## src/rtl/tcow_pkg.sv

```systemverilog
// Shared types, constants and helper functions of the text console output writer.
package tcow_pkg;

    localparam int COLS      = 80;
    localparam int ROWS      = 24;
    localparam int TAB_STOP  = 8;
    localparam int TERMINALS = 8;

    localparam int CELLS = COLS * ROWS;
    localparam int SLOTS = TERMINALS * ROWS;
    localparam int DEPTH = SLOTS * COLS;

    localparam int MODE_W = 2;
    localparam int TERM_W = 3;
    localparam int CHAR_W = 8;
    localparam int IDX_W  = 11;

    localparam int COL_W  = $clog2(COLS);
    localparam int ROW_W  = $clog2(ROWS);
    localparam int TIDX_W = (TERMINALS > 1) ? $clog2(TERMINALS) : 1;
    localparam int SLOT_W = $clog2(SLOTS);
    localparam int ADDR_W = $clog2(DEPTH);
    localparam int NCOL_W = $clog2(COLS + 2 * TAB_STOP + 1);

    localparam int TAB_S = COL_W;
    localparam int TAB_M = (2 ** TAB_S) / TAB_STOP;
    localparam int IDX_S = IDX_W;
    localparam int IDX_M = (2 ** IDX_S) / COLS;

    localparam int QDEPTH = 4;
    localparam int QA_W   = $clog2(QDEPTH);

    localparam int APB_AW = 3;
    localparam int APB_DW = 32;
    localparam logic REG_TEXT_ATTR = 1'b0;
    localparam logic [CHAR_W-1:0] ATTR_RESET = 8'h07;

    localparam logic [MODE_W-1:0] MODE_PUT   = 2'd0;
    localparam logic [MODE_W-1:0] MODE_CLEAR = 2'd1;
    localparam logic [MODE_W-1:0] MODE_READ  = 2'd2;

    localparam logic [CHAR_W-1:0] CH_NEWLINE   = 8'h0A;
    localparam logic [CHAR_W-1:0] CH_TAB       = 8'h09;
    localparam logic [CHAR_W-1:0] CH_BACKSPACE = 8'h08;
    localparam logic [CHAR_W-1:0] CH_BLANK     = 8'h20;

    typedef struct packed {
        logic [MODE_W-1:0] mode;
        logic [TERM_W-1:0] terminal;
        logic [CHAR_W-1:0] char_code;
        logic [IDX_W-1:0]  cell_index;
    } t_in_word;

    typedef struct packed {
        logic [CHAR_W-1:0] cell_char;
        logic [CHAR_W-1:0] cell_attribute;
        logic [IDX_W-1:0]  cursor_position;
        logic              scrolled;
    } t_out_word;

    typedef enum logic [3:0] {
        OP_PUT_CHAR,
        OP_NEWLINE,
        OP_TAB,
        OP_SPACE,
        OP_BACKSPACE,
        OP_CLEAR,
        OP_READ,
        OP_NONE,
        OP_BAD_TERM
    } t_op;

    typedef struct packed {
        t_op               op;
        logic [TERM_W-1:0] terminal;
        logic [CHAR_W-1:0] char_code;
        logic [IDX_W-1:0]  cell_index;
    } t_cmd;

    typedef enum logic [3:0] {
        BK_IDLE,
        BK_SLOT,
        BK_SWEEP,
        BK_WRITE,
        BK_TAB_Q,
        BK_TAB_ADV,
        BK_WRAP,
        BK_CLEAR,
        BK_RD_Q,
        BK_RD_ADJ,
        BK_RD_SLOT,
        BK_RD_MEM,
        BK_RD_DATA,
        BK_DONE
    } t_back_state;

    function automatic logic [ROW_W-1:0] phys_row(input logic [ROW_W-1:0] r,
                                                  input logic [ROW_W-1:0] top);
        logic [ROW_W:0] sum;
        sum = {1'b0, r} + {1'b0, top};
        if (sum >= (ROW_W+1)'(ROWS)) begin
            sum = sum - (ROW_W+1)'(ROWS);
        end
        return sum[ROW_W-1:0];
    endfunction

    function automatic logic [SLOT_W-1:0] slot_of(input logic [TIDX_W-1:0] t,
                                                 input logic [ROW_W-1:0] p);
        return SLOT_W'(t * ROWS) + SLOT_W'(p);
    endfunction

endpackage

```

## src/rtl/tcow_front.sv

```systemverilog
// Front part: accepts input words, classifies them and queues the commands.
module tcow_front (
    input  logic           i_clk,
    input  logic           i_rst_n,
    input  logic           i_push,
    output logic           o_full,
    input  tcow_pkg::t_in_word i_in_word,
    output logic           o_cmd_valid,
    output tcow_pkg::t_cmd o_cmd,
    input  logic           i_cmd_take
);
    import tcow_pkg::*;

    t_cmd            r_queue [QDEPTH];
    logic [QA_W-1:0] r_wp;
    logic [QA_W-1:0] r_rp;
    logic [QA_W:0]   r_count;
    t_cmd            cls;
    logic            do_push;

    always_comb begin
        cls.terminal   = i_in_word.terminal;
        cls.char_code  = i_in_word.char_code;
        cls.cell_index = i_in_word.cell_index;
        if (int'(i_in_word.terminal) >= TERMINALS) begin
            cls.op = OP_BAD_TERM;
        end else begin
            case (i_in_word.mode)
                MODE_PUT: begin
                    case (i_in_word.char_code)
                        CH_NEWLINE:   cls.op = OP_NEWLINE;
                        CH_TAB:       cls.op = OP_TAB;
                        CH_BLANK:     cls.op = OP_SPACE;
                        CH_BACKSPACE: cls.op = OP_BACKSPACE;
                        default:      cls.op = OP_PUT_CHAR;
                    endcase
                end
                MODE_CLEAR: cls.op = OP_CLEAR;
                MODE_READ:  cls.op = OP_READ;
                default:    cls.op = OP_NONE;
            endcase
        end
    end

    assign o_full      = (r_count == (QA_W+1)'(QDEPTH));
    assign o_cmd_valid = (r_count != '0);
    assign o_cmd       = r_queue[r_rp];
    assign do_push     = i_push && !o_full;

    always_ff @(posedge i_clk) begin
        if (do_push) begin
            r_queue[r_wp] <= cls;
        end
    end

    always_ff @(posedge i_clk) begin
        if (!i_rst_n) begin
            r_wp    <= '0;
            r_rp    <= '0;
            r_count <= '0;
        end else begin
            if (do_push) begin
                r_wp <= r_wp + 1'b1;
            end
            if (i_cmd_take) begin
                r_rp <= r_rp + 1'b1;
            end
            if (do_push && !i_cmd_take) begin
                r_count <= r_count + 1'b1;
            end else if (!do_push && i_cmd_take) begin
                r_count <= r_count - 1'b1;
            end
        end
    end

endmodule

```

## config.mk

```make
export PLATFORM = sky130hd
export DESIGN_NAME = tcow_front
export DESIGN_NICKNAME = d
export VERILOG_FILES = /design/src/rtl/tcow_pkg.sv /design/src/rtl/tcow_front.sv
export SDC_FILE = /design/constraint.sdc
export NUM_CORES = 1
export LEC_CHECK = 0
export BUFFER_PORTS_ARGS = -buffer_cell sky130_fd_sc_hd__buf_2
export CAP_MARGIN = 20
export CORE_MARGIN = 8
export CORE_UTILIZATION = 60
export DETAILED_ROUTE_END_ITERATION = 7
export PLACE_DENSITY_LB_ADDON = 0.08
export SETUP_SLACK_MARGIN = 0.1
export SYNTH_ARGS = -nofsm -noshare
export SYNTH_HDL_FRONTEND = slang
export SYNTH_SLANG_ARGS = --single-unit
export TNS_END_PERCENT = 20
```

## constraint.sdc

```tcl
create_clock -name i_clk -period 3 [get_ports i_clk]
set_clock_uncertainty 0.1 [all_clocks]
set_input_delay 0 -clock i_clk [delete_from_list [all_inputs] [get_ports i_clk]]
set_output_delay 0 -clock i_clk [all_outputs]
set_load 0.01 [all_outputs]
```

After elaboration in Yosys (flattened, before gate mapping):

Memory sizes are Yosys's and may differ from the RTL's. A register that Yosys moved wholly into a read port is not among the register bits.
Cells that the tools add are included.

* equal/unequal tests: 7
* multiplexer cells: 8
* add/sub/neg operators: 4
* reductions and logical operators: 9

Operators by type and width (number)
* 8-bit by 4-bit equality test with 1-bit output, second input constant: 3
* 3-bit one-hot mux with 4 select lines: 1
* 4-bit one-hot mux with 3 select lines: 1
* 8-bit by 6-bit equality test with 1-bit output, second input constant: 1
* 3-bit 2-to-1 mux: 2
* 2-bit by 1-bit adder with 2-bit output, second input constant: 2
* 2-bit 2-to-1 mux: 2
* 3-bit by 1-bit adder with 3-bit output, second input constant: 1
* 3-bit equality test, second input constant: 1
* 1-bit logical AND: 3
* 1-bit logical NOT: 3
* 3-bit nonzero test: 1
* 3-bit by 1-bit subtractor with 3-bit output, second input constant: 1
* 2-bit by 1-bit equality test with 1-bit output, second input constant: 1
* 2-bit equality test, second input constant: 1
* 2-bit logical NOT: 1
* 1-bit 2-to-1 mux: 2
* 2-bit nonzero test: 1

* memories kept: 1
* register bits after elaboration: 7
* logic and storage cells: 32
* input bits: 28
* RAM bits: 104

Memories
* r_queue: words 4, width 26, read ports 1, clocked after Yosys merged registers in 1, write ports 1, RTL line tcow_front.sv:14 `t_cmd r_queue [QDEPTH];`

Longest topological paths before layout:

Gate-level depths: netlist of the first run.

* depth in word-level cells: 7
* gate-level depth with buffers: 9
* mapped depth without buffers: 8

Worst setup path before layout of the first run:

OpenSTA, ideal clock, no wires.

* path type: reg2reg
* from: reg r_count[0]
* to: reg r_count[2]
* slack: 0.922 ns
* path buffers: 1
* clock period less this slack: 2.078 ns
* arrival: 1.902 ns
* data required time: 2.824 ns
* cell stages (with the launch flop): 10
* cell sequence: dfxtp_1 nor3b_2 nor2b_1 buf_2 ha_1 inv_1 fa_1 xor2_1 or3_1 a21boi_0

* cells in the longest elaborated chain, start to end: 6

RTL lines
* from (decl): RTL line tcow_front.sv:17 `logic [QA_W:0] r_count;`
* from (signal assigned): RTL line tcow_front.sv:69 `r_count <= r_count + 1'b1;`
* from (signal assigned): RTL line tcow_front.sv:71 `r_count <= r_count - 1'b1;`
* 3-bit equality test (*): RTL line tcow_front.sv:45 `assign o_full = (r_count == (QA_W+1)'(QDEPTH));`
* net o_full: RTL line tcow_front.sv:6 `output logic o_full,`
* 1-bit logical NOT (*): RTL line tcow_front.sv:48 `assign do_push = i_push && !o_full;`
* 1-bit logical AND (*): RTL line tcow_front.sv:48
* net do_push: RTL line tcow_front.sv:19 `logic do_push;`
* 1-bit logical NOT: RTL line tcow_front.sv:70 `end else if (!do_push && i_cmd_take) begin`
* 1-bit logical AND: RTL line tcow_front.sv:70
* 2-bit nonzero test (no source line)

Mark *: on every way through the listed nets, which the timed path passes. The rest lies on a longest branch. The select of a mux whose other input is x is not followed.
A chain may end at the register's enable or synchronous reset.

==> metrics.txt, run 1 <==
status=completed; CTS H-Tree Depth=3; routability cong.=0.683; Skew-Pair Late Insertion Delay=0.35 ns; Die Area=10100 um^2; nets=326; layout cell share with drive strength beyond 1=33.6%; drt drc=0; Resized cells post-CTS=0; Syn Std Cell Area=4260 um^2; Vias=2055; Die H=100 um; DP Wirelength=4.29 mm; met1 wire length=3.02 mm; core area=6830 um^2; buffers and inverters on the worst path=2; Starting Density=62.4%; area share of the largest cell type after synthesis=70.5%; Pwr per Cell Area=663 nW/um^2; Max FO, Critical Path=17; vias in the first global route=2210; critical path capture point type=output port; Post-DRT Antenna Nets=0; period utilisation layout=72.8%; DIE WIDTH=100 um; most frequent cell after synthesis=edfxtp_1; Cells after Synth=201; number of distinct library cells after synthesis=31; post-synth net total=237; flops & latches, synth=109; Setup Fix Bufs, Post-CTS=0; CP max stage cell=dfxtp_2; antenna cells=0; Synth Warn #=0; layout overhead on the synthesized area=19.9%; routed length on met3=355 um; clock slew at reported path FFs=0.10 ns; CTS sink count=109; largest net degree at the start of global routing=26; initial antenna violation count=0; top_reg_cell synth=edfxtp_1; delay-heaviest family, CP=flip-flops; maximum clock frequency=0.458 GHz; Max Cap Viol=0; Rel. slew slack=57.5%; CTS tree=done; sequential share of the synthesized area=74.7%; Slew Viols, Final=0; overall power=0.00339 W; Largest stage delay, worst path=0.73 ns; worst path cell trace=buf_4 -> mux4_2 -> buf_2; CP required=2.90 ns; TNS Setup=0 ns; RSZ-0062 raised after global routing=no; FP Rows=30; VDD IR-drop max=0.333 mV; ranking of synthesized cells by area=edfxtp_1 70%, mux4_2 11%, dfxtp_1 4.2%, mux4_1 3.1%, ha_1 2.1%; highest routed layer=met4; HP Class=in -> reg; DR WL/cell=18.3 um; met2 wire length=3.66 mm; Num CTS Buffers=9; root buffer cell=clkbuf_8; CTS Buffer Depth=2; # hold bufs at CTS=26; Post-synth EDFFs=100; Worst Tran Pin Value=0.629 ns; final setup fails=0; CP startpoint kind=flop; Post-Route WL=7.15 mm; most frequent cells after synthesis=100 x edfxtp_1, 20 x mux4_2, 9 x dfxtp_1; GRT Util Overall=15.1%; Post-synth ARST share=0%; GRT overflow=0; final hold vios=0; Port Buf Inserts=54; Final min period=2.19 ns; DR iter-0 viols=88; Critical Path AT=2.09 ns; Lkg Pwr=1.81 nW; largest area contributor in the netlist=edfxtp_1; first-pass GRT wire length=11.3 mm; DR vias/cell=5.26; CP Class=reg -> out; Detailed Routing Iterations Pass 1=4; syn_area_per_cell=21.2 um^2; Top-Level Pins=56
-- flip-flops by register name, summed over array words and instances, names as in the netlist, named ones only --
register	count
r_queue	100
r_count	3
r_rp	2
r_wp	2
-- worst reg2reg max path: stages, from the launching register on --
cell,delay (ns)
dfxtp_1,0.43
nor3b_2,0.08
nor2b_1,0.15
ha_1,0.20
inv_1,0.06
fa_1,0.37
xor2_1,0.16
or3_1,0.31
a21boi_0,0.16
-- per-stage QoR --
step                      setup WS, ns  cell area [um^2]  hold WS (ns)  std cells  utilization (%)
after floorplan                  0.922              4260      -0.00113        201                -
final                            0.815              5110        0.0583        391             74.8
after detailed placement         0.908              4620         0.121        349             67.7
after CTS                        0.739              5110        0.0461        391             74.8
after global placement            1.01              4620         0.115        349             67.7
after global routing             0.684              5110        0.0951        391             74.8
-- worst paths after layout --
path         cells past startpoint          to  slack, ns  startpoint
max                              3    o_cmd[7]       0.81        flop
max reg2reg                      8  r_count[2]       0.92  r_count[0]
min reg2reg                      2     r_wp[1]       0.41     r_wp[1]
min                              4     r_wp[1]       0.06      i_push
-- cell families (layout without fill, tap and decap cells) --
logic type / count (synthesis) / count (layout) / share of synthesized area, %
simple gates: 26 / 26 / 3.61
compound gates: 9 / 9 / 1.35
other cells: 1 / 1 / 0.0880
fa+ha+maj: 8 / 8 / 2.52
xor+xnor: 4 / 4 / 0.822
flops: 109 / 109 / 74.7
mux: 28 / 28 / 14.4
buf+inv: 16 / 110 / 2.55
-- report_power, final --
part           leakage [nW]  switching [W]  internal [W]
sequential            0.991      0.0000587       0.00182
clock                 0.115       0.000488      0.000484
combinational         0.705       0.000276      0.000262
-- cells in the final DEF (no fill, tap or decap) --
cell	netlist	final
inv_1	7	7
nand2_1	6	6
nand3b_1	1	1
and2_1	8	8
nor2b_1	4	4
or3_1	2	2
a21oi_1	4	4
edfxtp_1	100	100
o21ai_0	1	1
mux4_2	20	20
buf_4	1	7
o41ai_1	2	2
mux4_1	5	5
o31ai_1	1	1
dlygate4sd3_1	0	26
bufinv_16	0	2
inv_6	0	4
nor2_1	1	1
clkinv_4	0	1
conb_1	1	1
nor3_1	1	1
dfxtp_1	9	8
mux2i_1	3	3
nor3b_1	2	2
xor2_1	2	2
nor3b_2	1	1
xnor2_1	2	2
dfxtp_2	0	1
buf_2	3	54
clkbuf_8	0	9
a21boi_0	1	1
ha_1	7	7
fa_1	1	1
-- layer usage --
layer  vias to the layer above  GRT usage (%)
li1                        979              -
met1                      1013           18.0
met2                        55           25.0
met3                         8           3.53
met4                         0           7.67
met5                         -              0
-- final cells by class --
type	count	area [um^2]
flip-flops and latches	109	3180
fillers	431	1720
multi-input cells	76	970
repair buffers	87	583
clock buffers	9	124
well taps	96	120
clock inverters	7	104
inverters	7	26.3
Note: power is estimated with default switching activity, not from simulation.
==> inputs of run 2 (changes only) <==
CORE_UTILIZATION = 51   (was 60)
clock period = 1.8 ns   (was 3 ns; I/O delays follow)
==> run 2 against run 1 <==
  * The run now ends with setup timing left
  * Core utilization decreased by 6.9 points
  * Setup slack worse by 0.91 ns
  * Design area increased by 8.6%
  * Count of clock-buffer cells in the layout is the same
  * First-iteration DRC count shrank 19%
  * Flip-flop and latch count did not move
  * Global-route usage down 0.77 points
  * Critical path depth is 5 higher
  * Combinational power rose by 140%
  * Critical endpoint is now r_count[2]
  * Largest power group unchanged
  * Highest routed layer unchanged
==> metrics.txt, run 2 (synthesis gave the netlist of run 1 again) <==
Final min period=1.90 ns; core area=8180 um^2 (+20%); Detailed Routing Iterations Pass 1=4 (unchanged); GRT overflow=0 (unchanged); DP Worst Slack=-0.184 ns (-1.09 ns); Post-Layout Cell Count=422 (+7.9%); met1 wire length=3.30 mm (+9.2%); Die Area=11500 um^2 (+15%); Critical Path AT=2.09 ns (about the same); routed length on met3=354 um (-0.28%); Slew Viols, Final=0 (unchanged); antenna cells=0 (unchanged); final setup margin=-0.0954 ns (-0.910 ns); DR iter-0 viols=71 (-19%); Filler cells=575 (+33%); Port Buf Inserts=54 (unchanged); Skew-Pair Late Insertion Delay=0.36 ns (about the same); DIE WIDTH=107 um (+7.1%); met2 wire length=4.01 mm (+9.5%); nets=348 (+6.7%); Multi-input gate area=992 um^2 (+2.3%); critical path capture point type=flop; first-pass GRT wire length=12.5 mm (+11%); Starting Density=52.1% (-10 points); most flop-heavy register=r_queue; layout overhead on the synthesized area=30.3%; Seq. cell area=3190 um^2 (+0.16%); commonest non-fill, non-tap cell in the layout=edfxtp_1; Die H=107 um (+7.1%); HP Class=in -> reg; period utilisation layout=105%; CP Class=reg -> reg; Post-DRT Antenna Nets=0 (unchanged); Max Cap Viol=0 (unchanged); Lkg Pwr=1.99 nW (+10%); failing checks=setup timing; initial antenna violation count=0 (unchanged); DR WL/cell=18.3 um (+0.41%); routability cong.=0.687 (+0.67%); CP startpoint kind=flop; CTS tree=done; final setup fails=1 (+1); VDD IR-drop max=0.530 mV (+59%); Vias=2183 (+6.2%); CTS H-Tree Depth=3 (unchanged); Pwr per Cell Area=1070 nW/um^2 (+61%); DR vias/cell=5.17 (-1.6%); biggest regs=r_queue x100, r_count x3; status=finished with violations; largest net degree at the start of global routing=21 (-19%); highest routed layer=met4; Top-Level Pins=56 (unchanged); Post-Route WL=7.74 mm (+8.4%); clock slew at reported path FFs=0.10 ns (about the same); drt drc=0 (unchanged); most frequent cells in the layout=100 x edfxtp_1, 33 x buf_2, 26 x dlygate4sd3_1; layout cell share with drive strength beyond 1=41.3% (+7.8 points); Num CTS Buffers=9 (unchanged); FP Rows=33 (+10%); Max FO, Critical Path=2 (-15); GRT Util Overall=14.3% (-0.77 points); cell total after placement=373 (+6.9%); maximum clock frequency=0.528 GHz; vias in the first global route=2382 (+7.8%); CTS Buffer Depth=2 (unchanged); RSZ-0062 raised after global routing=yes; CTS sink count=109 (unchanged); max reg flops=100 (unchanged); root buffer cell=clkbuf_8; final hold vios=0 (unchanged); DP Wirelength=4.99 mm (+16%); CP required=2.00 ns (-0.90 ns)
[run 2: cell types whose count changed in the layout (fill, tap and decap cells not counted), moves of 2 or more]
cell	delta
buf_6	+22
buf_2	-21
buf_4	+12
buf_12	+8
dfxtp_1	-2
mux4_1	-2
mux4_2	+2
[run 2: what timing repair did]
item                                    4_1_cts  5_1_grt
resized for setup                            20       14
gates cloned                                  1        0
hold buffers                                 26        0
endpoints found under the setup margin       63       31
endpoints found under the hold margin       105        0
buffers inserted                              3        3
pin swaps                                     1        0
[run 2: where the power goes]
group | internal (W) | switching, W | total [W] | leakage (nW)
clock | 0.000679 | 0.000837 | 0.00152 | 0.108
combinational | 0.000721 | 0.000566 | 0.00129 | 0.894
sequential | 0.00304 | 0.0000761 | 0.00311 | 0.992
total | 0.00444 | 0.00148 | 0.00592 | 1.99
[run 2: final timing paths]
path	start	endpoint	slack, ns	depth (start not counted)
worst max-delay path	r_count[2]	r_count[2]	-0.1	8
worst min-delay path	i_push	r_wp[1]	0.09	4
worst max register to register	r_count[2]	r_count[2]	-0.1	8
worst min register to register	r_wp[1]	r_wp[1]	0.41	2
[run 2: layout make-up]
type / count / share of cell area [%]
flip-flops and latches: 109 / 57.4
clock inverters: 7 / 1.53
inverters: 7 / 0.473
clock buffers: 9 / 2.23
well taps: 105 / 2.37
repair buffers: 109 / 18.1
multi-input cells: 76 / 17.9
[run 2: stage by stage]
stage	utilization (%)	setup TNS (ns)	hold slack (ns)	cell area (um^2)	power, W
CTS	66.6	-0.328	0.0786	5450	0.00590
global route	67.9	-0.550	0.0909	5550	0.00619
global placement	59.1	-0.117	0.116	4830	0.00420
floorplan	-	-3.97	-0.00113	4290	0.00376
detailed placement	59.1	-0.184	0.123	4830	0.00424
finish	67.9	-0.0954	0.0897	5550	0.00592
[run 2: per-layer routing]
layer | track usage (%) | vias up
met5 | 0 | -
met4 | 3.96 | 0
met3 | 4.19 | 8
met2 | 24.4 | 54
met1 | 17.3 | 1092
li1 | - | 1029
[run 2: critical path: stages (launching register included)]
cell and delay, ns:
dfxtp_1 0.33, nor3b_4 0.15, nor2b_2 0.17, ha_4 0.16, inv_2 0.03, fa_2 0.32, xor2_1 0.15, or3_1 0.30
a21boi_1 0.12
